### src/sv/lps_pkg.sv
// ----------------------------------------------------------------------------
// Line pixel stepper package
// Shared constants and types for the line pixel stepper.
// ----------------------------------------------------------------------------
package lps_pkg;

    localparam int COORD_BITS_DEF = 12;

    // Item modes carried on the mode field of an input beat.
    localparam logic MODE_START   = 1'b0;
    localparam logic MODE_ADVANCE = 1'b1;

    // Direction of travel of the current line.
    typedef struct packed {
        logic step_x_neg;
        logic step_y_neg;
        logic axes_swapped;
    } lps_dir_t;

endpackage

### src/sv/lps_setup.sv
// ----------------------------------------------------------------------------
// Line pixel stepper setup
// Works out the step directions, the major and minor extents and the initial
// error term of a new line from its two endpoints.
// ----------------------------------------------------------------------------
module lps_setup #(
    parameter int COORD_BITS = lps_pkg::COORD_BITS_DEF
) (
    input  logic signed [COORD_BITS-1:0] start_x,
    input  logic signed [COORD_BITS-1:0] start_y,
    input  logic signed [COORD_BITS-1:0] end_x,
    input  logic signed [COORD_BITS-1:0] end_y,
    output lps_pkg::lps_dir_t            dir,
    output logic        [COORD_BITS-1:0] major_ext,
    output logic        [COORD_BITS-1:0] minor_ext,
    output logic signed [COORD_BITS+2:0] err_init
);
    import lps_pkg::*;

    logic signed [COORD_BITS:0] dx;
    logic signed [COORD_BITS:0] dy;
    logic signed [COORD_BITS:0] dx_abs;
    logic signed [COORD_BITS:0] dy_abs;
    logic        [COORD_BITS-1:0] adx;
    logic        [COORD_BITS-1:0] ady;

    always_comb
    begin
        dx = {end_x[COORD_BITS-1], end_x} - {start_x[COORD_BITS-1], start_x};
        dy = {end_y[COORD_BITS-1], end_y} - {start_y[COORD_BITS-1], start_y};
        dx_abs = dx[COORD_BITS] ? -dx : dx;
        dy_abs = dy[COORD_BITS] ? -dy : dy;
        adx = dx_abs[COORD_BITS-1:0];
        ady = dy_abs[COORD_BITS-1:0];

        dir.step_x_neg   = dx[COORD_BITS];
        dir.step_y_neg   = dy[COORD_BITS];
        dir.axes_swapped = ady > adx;

        major_ext = dir.axes_swapped ? ady : adx;
        minor_ext = dir.axes_swapped ? adx : ady;

        err_init = $signed({2'b00, minor_ext, 1'b0}) - $signed({3'b000, major_ext});
    end

endmodule

### src/sv/line_pixel_stepper_unit.sv
// ----------------------------------------------------------------------------
// Output: a pixel appears on the output in the cycle after its input beat is taken.
// Throughput: one input beat per cycle; a start or an advance beat is taken
// whenever the output register is empty or its pixel is taken in that cycle.
// Reset: rst_n clears the line-in-progress flag and the output valid flag;
// after reset the block is idle and advance beats give no pixel.
// ----------------------------------------------------------------------------
// ----------------------------------------------------------------------------
// Line pixel stepper
// Integer Bresenham line stepper for all octants. A start beat loads both
// endpoints and gives the first pixel; each advance beat gives the next one while a line is in progress.
// ----------------------------------------------------------------------------
module line_pixel_stepper_unit #(
    parameter int COORD_BITS = lps_pkg::COORD_BITS_DEF
) (
    input  logic                         clk,
    input  logic                         rst_n,
    input  logic                         in_valid,
    output logic                         in_stall,
    input  logic                         mode,
    input  logic signed [COORD_BITS-1:0] start_x,
    input  logic signed [COORD_BITS-1:0] start_y,
    input  logic signed [COORD_BITS-1:0] end_x,
    input  logic signed [COORD_BITS-1:0] end_y,
    output logic                         out_valid,
    input  logic                         out_stall,
    output logic signed [COORD_BITS-1:0] pixel_x,
    output logic signed [COORD_BITS-1:0] pixel_y,
    output logic                         last
);
    import lps_pkg::*;

    // Line state: the pixel last emitted and the terms for the next step.
    logic        [COORD_BITS-1:0] cur_x_reg,        cur_x_next;
    logic        [COORD_BITS-1:0] cur_y_reg,        cur_y_next;
    logic signed [COORD_BITS+2:0] err_reg,          err_next;
    logic        [COORD_BITS-1:0] major_reg,        major_next;
    logic        [COORD_BITS-1:0] minor_reg,        minor_next;
    logic        [COORD_BITS-1:0] pixels_left_reg,  pixels_left_next;
    lps_dir_t                     dir_reg,          dir_next;
    logic                         busy_reg,         busy_next;

    // Output register.
    logic                         out_valid_reg,    out_valid_next;
    logic        [COORD_BITS-1:0] pixel_x_reg,      pixel_x_next;
    logic        [COORD_BITS-1:0] pixel_y_reg,      pixel_y_next;
    logic                         last_reg,         last_next;

    lps_dir_t                     setup_dir;
    logic        [COORD_BITS-1:0] setup_major;
    logic        [COORD_BITS-1:0] setup_minor;
    logic signed [COORD_BITS+2:0] setup_err;

    logic                         accept;
    logic                         produce;
    logic                         minor_move;
    logic        [COORD_BITS-1:0] x_step;
    logic        [COORD_BITS-1:0] y_step;
    logic        [COORD_BITS-1:0] adv_x;
    logic        [COORD_BITS-1:0] adv_y;
    logic signed [COORD_BITS+2:0] major2;
    logic signed [COORD_BITS+2:0] minor2;
    logic signed [COORD_BITS+2:0] adv_err;
    logic        [COORD_BITS-1:0] left_dec;

    lps_setup #(
        .COORD_BITS (COORD_BITS)
    ) u_setup (
        .start_x   (start_x),
        .start_y   (start_y),
        .end_x     (end_x),
        .end_y     (end_y),
        .dir       (setup_dir),
        .major_ext (setup_major),
        .minor_ext (setup_minor),
        .err_init  (setup_err)
    );

    assign in_stall = out_valid_reg && out_stall;
    assign accept   = in_valid && !in_stall;
    assign produce  = accept && ((mode == MODE_START) || busy_reg);

    always_comb
    begin
        // One Bresenham step from the pixel last emitted.
        minor_move = !err_reg[COORD_BITS+2];
        x_step = dir_reg.step_x_neg ? cur_x_reg - 1'b1 : cur_x_reg + 1'b1;
        y_step = dir_reg.step_y_neg ? cur_y_reg - 1'b1 : cur_y_reg + 1'b1;
        if (dir_reg.axes_swapped)
        begin
            adv_x = minor_move ? x_step : cur_x_reg;
            adv_y = y_step;
        end
        else
        begin
            adv_x = x_step;
            adv_y = minor_move ? y_step : cur_y_reg;
        end
        major2  = $signed({2'b00, major_reg, 1'b0});
        minor2  = $signed({2'b00, minor_reg, 1'b0});
        adv_err = minor_move ? err_reg + minor2 - major2 : err_reg + minor2;
        left_dec = pixels_left_reg - 1'b1;

        cur_x_next       = cur_x_reg;
        cur_y_next       = cur_y_reg;
        err_next         = err_reg;
        major_next       = major_reg;
        minor_next       = minor_reg;
        pixels_left_next = pixels_left_reg;
        dir_next         = dir_reg;
        busy_next        = busy_reg;

        out_valid_next = out_valid_reg && out_stall;
        pixel_x_next   = pixel_x_reg;
        pixel_y_next   = pixel_y_reg;
        last_next      = last_reg;

        if (produce)
        begin
            out_valid_next = 1'b1;
            case (mode)
                MODE_START:
                begin
                    cur_x_next       = start_x;
                    cur_y_next       = start_y;
                    err_next         = setup_err;
                    major_next       = setup_major;
                    minor_next       = setup_minor;
                    pixels_left_next = setup_major;
                    dir_next         = setup_dir;
                end
                MODE_ADVANCE:
                begin
                    cur_x_next       = adv_x;
                    cur_y_next       = adv_y;
                    err_next         = adv_err;
                    pixels_left_next = left_dec;
                end
                default:
                begin
                    cur_x_next = cur_x_reg;
                end
            endcase
            pixel_x_next = cur_x_next;
            pixel_y_next = cur_y_next;
            last_next    = (pixels_left_next == '0);
            busy_next    = !last_next;
        end
    end

    always_ff @(posedge clk or negedge rst_n)
    begin
        if (!rst_n)
        begin
            busy_reg      <= 1'b0;
            out_valid_reg <= 1'b0;
        end
        else
        begin
            busy_reg      <= busy_next;
            out_valid_reg <= out_valid_next;
        end
    end

    always_ff @(posedge clk)
    begin
        cur_x_reg       <= cur_x_next;
        cur_y_reg       <= cur_y_next;
        err_reg         <= err_next;
        major_reg       <= major_next;
        minor_reg       <= minor_next;
        pixels_left_reg <= pixels_left_next;
        dir_reg         <= dir_next;
        pixel_x_reg     <= pixel_x_next;
        pixel_y_reg     <= pixel_y_next;
        last_reg        <= last_next;
    end

    assign out_valid = out_valid_reg;
    assign pixel_x   = pixel_x_reg;
    assign pixel_y   = pixel_y_reg;
    assign last      = last_reg;

endmodule

### config.mk
export PLATFORM = sky130hd
export DESIGN_NAME = line_pixel_stepper_unit
export DESIGN_NICKNAME = d
export VERILOG_FILES = /design/src/sv/lps_pkg.sv /design/src/sv/lps_setup.sv /design/src/sv/line_pixel_stepper_unit.sv
export SDC_FILE = /design/constraint.sdc
export NUM_CORES = 1
export LEC_CHECK = 0
export BUFFER_PORTS_ARGS = -buffer_cell sky130_fd_sc_hd__clkbuf_2
export CORE_MARGIN = 2
export CORE_UTILIZATION = 56
export DETAILED_ROUTE_END_ITERATION = 10
export HOLD_SLACK_MARGIN = 0.06
export PLACE_DENSITY = 0.8
export SKIP_CTS_REPAIR_TIMING = 1
export SYNTH_ARGS = -nofsm -noshare
export SYNTH_HDL_FRONTEND = slang
export SYNTH_SLANG_ARGS = --single-unit
### constraint.sdc
create_clock -name clk -period 10.8 [get_ports clk]
set_input_delay 0 -clock clk [delete_from_list [all_inputs] [get_ports clk]]
set_output_delay 0 -clock clk [all_outputs]
set_load 0.02 [all_outputs]
# Word level (Yosys, flattened, before mapping)

Index checks and enable logic that the tools add are counted.

Output and inout port bits: 27
Logic and storage cells: 55
Bits in registers: 81
Input bits: 53

$lt $le $gt $ge: 1
$add $sub $neg: 12
Bitwise gates (word level): 1
Reductions and logical operators: 10
Eq/ne operators: 2
Mux-type cells: 17

Operators by type and width:

| operator                                              | number |
|---|---|
| two-way mux 12 bit                                    | 11 |
| case mux 12 bit (2 select lines)                      | 3 |
| subtractor 12 x 1 -> 12 bit, second input constant    | 3 |
| case mux 15 bit (2 select lines)                      | 1 |
| subtractor 12 x 12 -> 13 bit                          | 2 |
| adder 12 x 1 -> 12 bit, second input constant         | 2 |
| negation 12 bit                                       | 2 |
| adder 15 x 14 -> 15 bit                               | 1 |
| two-way mux 15 bit                                    | 1 |
| subtractor 15 x 14 -> 15 bit                          | 1 |
| subtractor 13 x 12 -> 14 bit                          | 1 |
| greater-than comparator 12 bit                        | 1 |
| logical NOT 12 bit                                    | 1 |
| AND reduction 2 bit                                   | 3 |
| logical AND 1 bit                                     | 3 |
| inequality test 3 x 2 -> 1 bit, second input constant | 1 |
| inequality test 3 bit, second input constant          | 1 |
| logical NOT 1 bit                                     | 2 |
| logical OR 1 bit                                      | 1 |
| two-way mux 1 bit                                     | 1 |
| NOT 1 bit                                             | 1 |

# Logic depth before layout (Yosys ltp)

Depth in word-level cells: 9
Gate-level depth with buffers: 35
Depth with buffers taken out: 32

# Cells and area by module

A second synthesis with hierarchy kept.

Cell total of the unflattened synthesis: 1019
Area, all modules: 8758.4 um2

Modules (own cells, without submodules):

| module                  | area an instance (um2) | seq. area each (um2) | cells each | times used |
|---|---|---|---|---|
| line_pixel_stepper_unit | 5325.1                 | 2392.3               | 501        | 1 |
| lps_setup               | 3433.3                 | 0.0                  | 518        | 1 |

# Worst setup path before layout

Ideal clock, no wire load.

Kind: input -> register
Start point: input end_y[0]
End point: register err_reg[12] (data pin)
Arrival time: 6.275 ns
Stages on the path: 32
Slack: 4.266 ns
Setup time: 0.259 ns
Path through: inv_1 ha_1 fa_1 nand2b_1 a21oi_1 nor2_1 o31a_1 clkbuf_1 nand2_1 xor2_1 inv_1 ha_1 or4_1 o21ai_0 a21oi_1 a21oi_1 nor4b_1 o221a_1 o31ai_2 nand2_4 buf_4 buf_1 a21oi_1 fa_1 a21o_1 maj3_1 nand2_1 mux2i_1 o21ai_0 o211ai_1 and3_1 o31a_1

RTL lines:

| element              | RTL line                       | source |
|---|---|---|
| start, declared      | line_pixel_stepper_unit.sv:24  | `input logic signed [COORD_BITS-1:0] end_y,` |
| end signal, assigned | line_pixel_stepper_unit.sv:169 | `err_reg <= err_next;` |
| end, declared        | line_pixel_stepper_unit.sv:36  | `logic signed [COORD_BITS+2:0] err_reg, err_next;` |

# Worst setup path in the final report

Start point: input start_y[0]
End point: register err_reg[12] (data pin)

Cells in the longest elaborated chain, start to end: 7

RTL lines:

| element                               | RTL line                         | source |
|---|---|---|
| start, declared                       | line_pixel_stepper_unit.sv:22    | `input logic signed [COORD_BITS-1:0] start_y,` |
| subtractor 12 x 12 -> 13 bit (*)      | lps_setup.sv:30                  | `dy = {end_y[COORD_BITS-1], end_y} - {start_y[COORD_BITS-1], start_y};` |
| negation 12 bit                       | lps_setup.sv:32                  | `dy_abs = dy[COORD_BITS] ? -dy : dy;` |
| two-way mux 12 bit (*)                | lps_setup.sv:32                  |  |
| greater-than comparator 12 bit        | lps_setup.sv:38                  | `dir.axes_swapped = ady > adx;` |
| two-way mux 12 bit (on tied branches) | lps_setup.sv:41, lps_setup.sv:40 |  |
| subtractor 13 x 12 -> 14 bit (*)      | lps_setup.sv:43                  | `err_init = $signed({2'b00, minor_ext, 1'b0}) - $signed({3'b000, major_ext});` |
| case mux 15 bit (2 select lines) (*)  | line_pixel_stepper_unit.sv:121   | `case (mode)` |

Mark *: on every way between the ends. The rest lies on a longest branch, timed or not.
A chain may end at the register's enable or synchronous reset.

==> summary.txt <==
Run status
  • Status: completed

Route
  • DR WL/cell: 16.0 um
  • DRC viols: 0
  • Post-route ant nets: 0
  • 1st-iter DRT viols: 517
  • Via count: a little over 7000
  • DRT Wirelength: 19800 um
  • Vias per Instance: 5.83
  • 1st-pass router iterations: 5

Min path
  • Worst min path class: input pin to flop
  • WHS Endpoint: pixel_x[3]
  • Worst Hold Launch: start_x[3]
  • Hold depth: 3

Worst setup path
  • CP Class: input pin to flop
  • Worst R2R End: err_reg[14]
  • CP max-delay cell: dlygate4sd3_1
  • CP max FO: 23
  • Slowest stage delay, CP: 0.55 ns
  • R2r setup slk: between 6 and 7 ns
  • Most frequent cell on the critical path: a21oi_1
  • Worst r2r path cells: 17
  • CP arrival: roughly 7.8 ns
  • CP Launch Type: input pin
  • Crit path required time: 10.90 ns
  • Crit end category: flop
  • R2r startpoint: minor_reg[0]

GRT
  • First-pass GRT wire length: 32400 um
  • Tot GR Track Use: 24.8%
  • Initial antenna violation count: 0
  • Gr ovfl total: 0
  • Vias in the first global route: 6932
  • Maximum number of pins on one net before global-route repair: 50

Final layout
  • Final non-filler cell total: roughly 1200
  • Ant diodes: 0
  • Share of cells above drive strength 1: 11.8%
  • Syn-to-layout area delta: 11.0%
  • Max reg flops: 14
  • Layout Nets: 1200

Die
  • Initial core utilization: about 57%
  • Row cnt: 44
  • Die Area: approximately 16000 um2
  • Core area: 14500 um2
  • Ports: 80
  • Die Y: 126 um
  • Die X: between 100 and 150 um

Logic synthesis
  • Synth top area share: 28.1%
  • Distinct cells, synth: around 80
  • Syn Inst Count: 975
  • Post-synth EDFFs: 78
  • Seq cells post-synth: 80
  • Synth area leaders: edfxtp_1, ha_1, xnor2_1, inv_1, a21oi_1
  • Synth area leader: edfxtp_1
  • Primary FF master, synth: edfxtp_1
  • Syn_nets: 1125
  • Mapped Area: around 8300 um2
  • Mean Syn Cell Area: 8.55 um2
  • Async SR Flop Fraction: 2.50%
  • Syn. warnings: 0
  • Register area share after synthesis: 28.7%

STA
  • Setup total negative slack: 0 ns
  • Final worst path period share: 70.8%
  • Fmax: 0.131 GHz
  • Max-slew violations: 0
  • RSZ-0062 raised after global routing: false
  • Finish-stage setup viols: 0
  • Rel. slew slack: 41.1%
  • Shortest period the worst path allows: 7.64 ns
  • Final hold vios: 0
  • Slew @ Worst Pin: just under 0.9 ns
  • Post-Route Skew: 0.00713 ns

CTS
  • TritonCTS clock tree: built
  • Clk buf depth: 2
  • # H-tree levels: 3
  • Num CTS Buffers: 9
  • Clock sinks: 80
  • Clock transition at path regs: 0.07 ns
  • Clk Latency, worst-skew pair: 0.35 ns
  • CTS root buf: clkbuf_16

Placed design
  • Detailed Place HPWL: 15000 um
  • Cell count after placement: 1213
  • I/O Buffers: 79
  • GP Congestion: 0.955

Power and ir drop
  • Pwr dens: 272 nW/um2
  • Leak: 4.06 nW
  • Peak supply drop: 0.135 mV

Flow run
  • Max_cap viols: 0
through the flow:
stage / power, mW / utilization [%] / worst slack, ns / hold slack (ns) / cell area (um2)
6_report: 2.52 / 63.7 / 3.16 / 0.00985 / 9260
5_1_grt: 2.74 / 63.7 / 2.61 / 0.0601 / 9260
4_1_cts: 2.50 / 63.0 / 3.83 / -0.577 / 9160
3_5_place_dp: 2.18 / 61.0 / 3.48 / -0.211 / 8870
3_3_place_gp: 2.14 / 61.0 / 3.80 / -0.212 / 8870
2_1_floorplan: 1.83 / - / 4.27 / -0.296 / 8340
where the power goes:
group	internal (mW)	switching, mW	leakage [nW]
sequential	0.466	0.0391	0.752
clock	0.177	0.132	0.139
combinational	0.708	1.00	3.17
total	1.35	1.17	4.06
per-layer routing:
layer  routed length, um  track usage (%)  vias up
met5                   0                0        -
met4                 615             9.63        0
met3                1190             3.87       52
met2                9230             41.5      219
met1                8720             32.4     3309
li1                    -                -     3642
cell usage after synthesis, types with 5 or more instances:
cell,instances
edfxtp_1,78
a31oi_1,7
o211ai_1,10
or3_1,8
inv_1,114
buf_2,7
o31a_1,5
nand4_1,5
a211oi_1,10
nor2_1,63
nand2_1,87
and3_1,9
nor3_1,17
o31ai_1,8
clkbuf_1,17
o21bai_1,26
xor2_1,32
nand3_1,13
mux2_2,5
a21boi_0,6
a21o_1,11
and2_1,7
mux2i_1,18
a21oi_1,83
nand2b_1,9
or2_2,5
nor2b_1,7
o21ai_0,70
xnor2_1,56
ha_1,90
o21a_1,7
fa_1,7
layout by cell type, fill, tap and decap left out, types with 3 or more instances in the layout:
| master | synthesis | routed |
|---|---|---|
| inv_1 | 114 | 114 |
| ha_1 | 90 | 90 |
| nand2_1 | 87 | 87 |
| a21oi_1 | 83 | 83 |
| clkbuf_2 | 0 | 79 |
| edfxtp_1 | 78 | 78 |
| o21ai_0 | 70 | 70 |
| nor2_1 | 63 | 62 |
| xnor2_1 | 56 | 56 |
| xor2_1 | 32 | 32 |
| o21bai_1 | 26 | 26 |
| mux2i_1 | 18 | 18 |
| nor3_1 | 17 | 17 |
| nand3_1 | 13 | 13 |
| a21o_1 | 11 | 11 |
| o211ai_1 | 10 | 10 |
| a211oi_1 | 10 | 10 |
| dlygate4sd3_1 | 0 | 10 |
| nand2b_1 | 9 | 9 |
| and3_1 | 9 | 9 |
| clkbuf_16 | 0 | 9 |
| or3_1 | 8 | 8 |
| o31ai_1 | 8 | 8 |
| a31oi_1 | 7 | 7 |
| o21a_1 | 7 | 7 |
| nor2b_1 | 7 | 7 |
| and2_1 | 7 | 7 |
| fa_1 | 7 | 7 |
| a21boi_0 | 6 | 6 |
| nand4_1 | 5 | 5 |
| or2_2 | 5 | 5 |
| o31a_1 | 5 | 5 |
| mux2_2 | 5 | 5 |
| buf_4 | 1 | 5 |
| o22ai_1 | 4 | 4 |
| nor3b_1 | 4 | 4 |
| o2111ai_1 | 3 | 3 |
| o21ai_1 | 3 | 3 |
| nor4_1 | 3 | 3 |
| nor4b_1 | 3 | 3 |
cells by family after synthesis:
group / after synthesis / synth area share (%)
compound gates: 286 / 22.1
xor+xnor: 88 / 9.24
fa+ha+maj: 98 / 15.3
buf+inv: 144 / 6.72
flops: 80 / 28.7
mux: 23 / 2.84
simple gates: 256 / 15.1
critical path: cells and delay by family:
family | cells | cell delay (ns)
buffers and inverters | 4 | 0.94
multiplexers | 2 | 0.46
adder cells (fa/ha/maj) | 5 | 1.62
AND/OR/NAND/NOR | 8 | 1.78
AO/OA/AOI/OAI | 11 | 2.55
XOR/XNOR | 1 | 0.36
worst max-delay path by stage:
stage	start	to	slack (ns)	cells after the start
finish	start_y[0]	err_reg[12]	3.16	31
CTS	start_y[0]	err_reg[12]	3.83	30
global placement	start_y[0]	err_reg[12]	3.80	30
detailed placement	start_y[0]	err_reg[12]	3.48	30
global route	start_x[0]	err_reg[12]	2.61	32
floorplan	end_y[0]	err_reg[12]	4.27	32
layout make-up:
class	instances	area, um2
Multi-Input combinational cell	751	5390
Fill cell	1243	5280
Sequential cell	80	2390
Timing Repair Buffer	94	533
Inverter	114	428
Tap cell	184	230
Clock buffer	9	225
Clock inverter	6	60.1
Power figures use the tool's default switching activity.
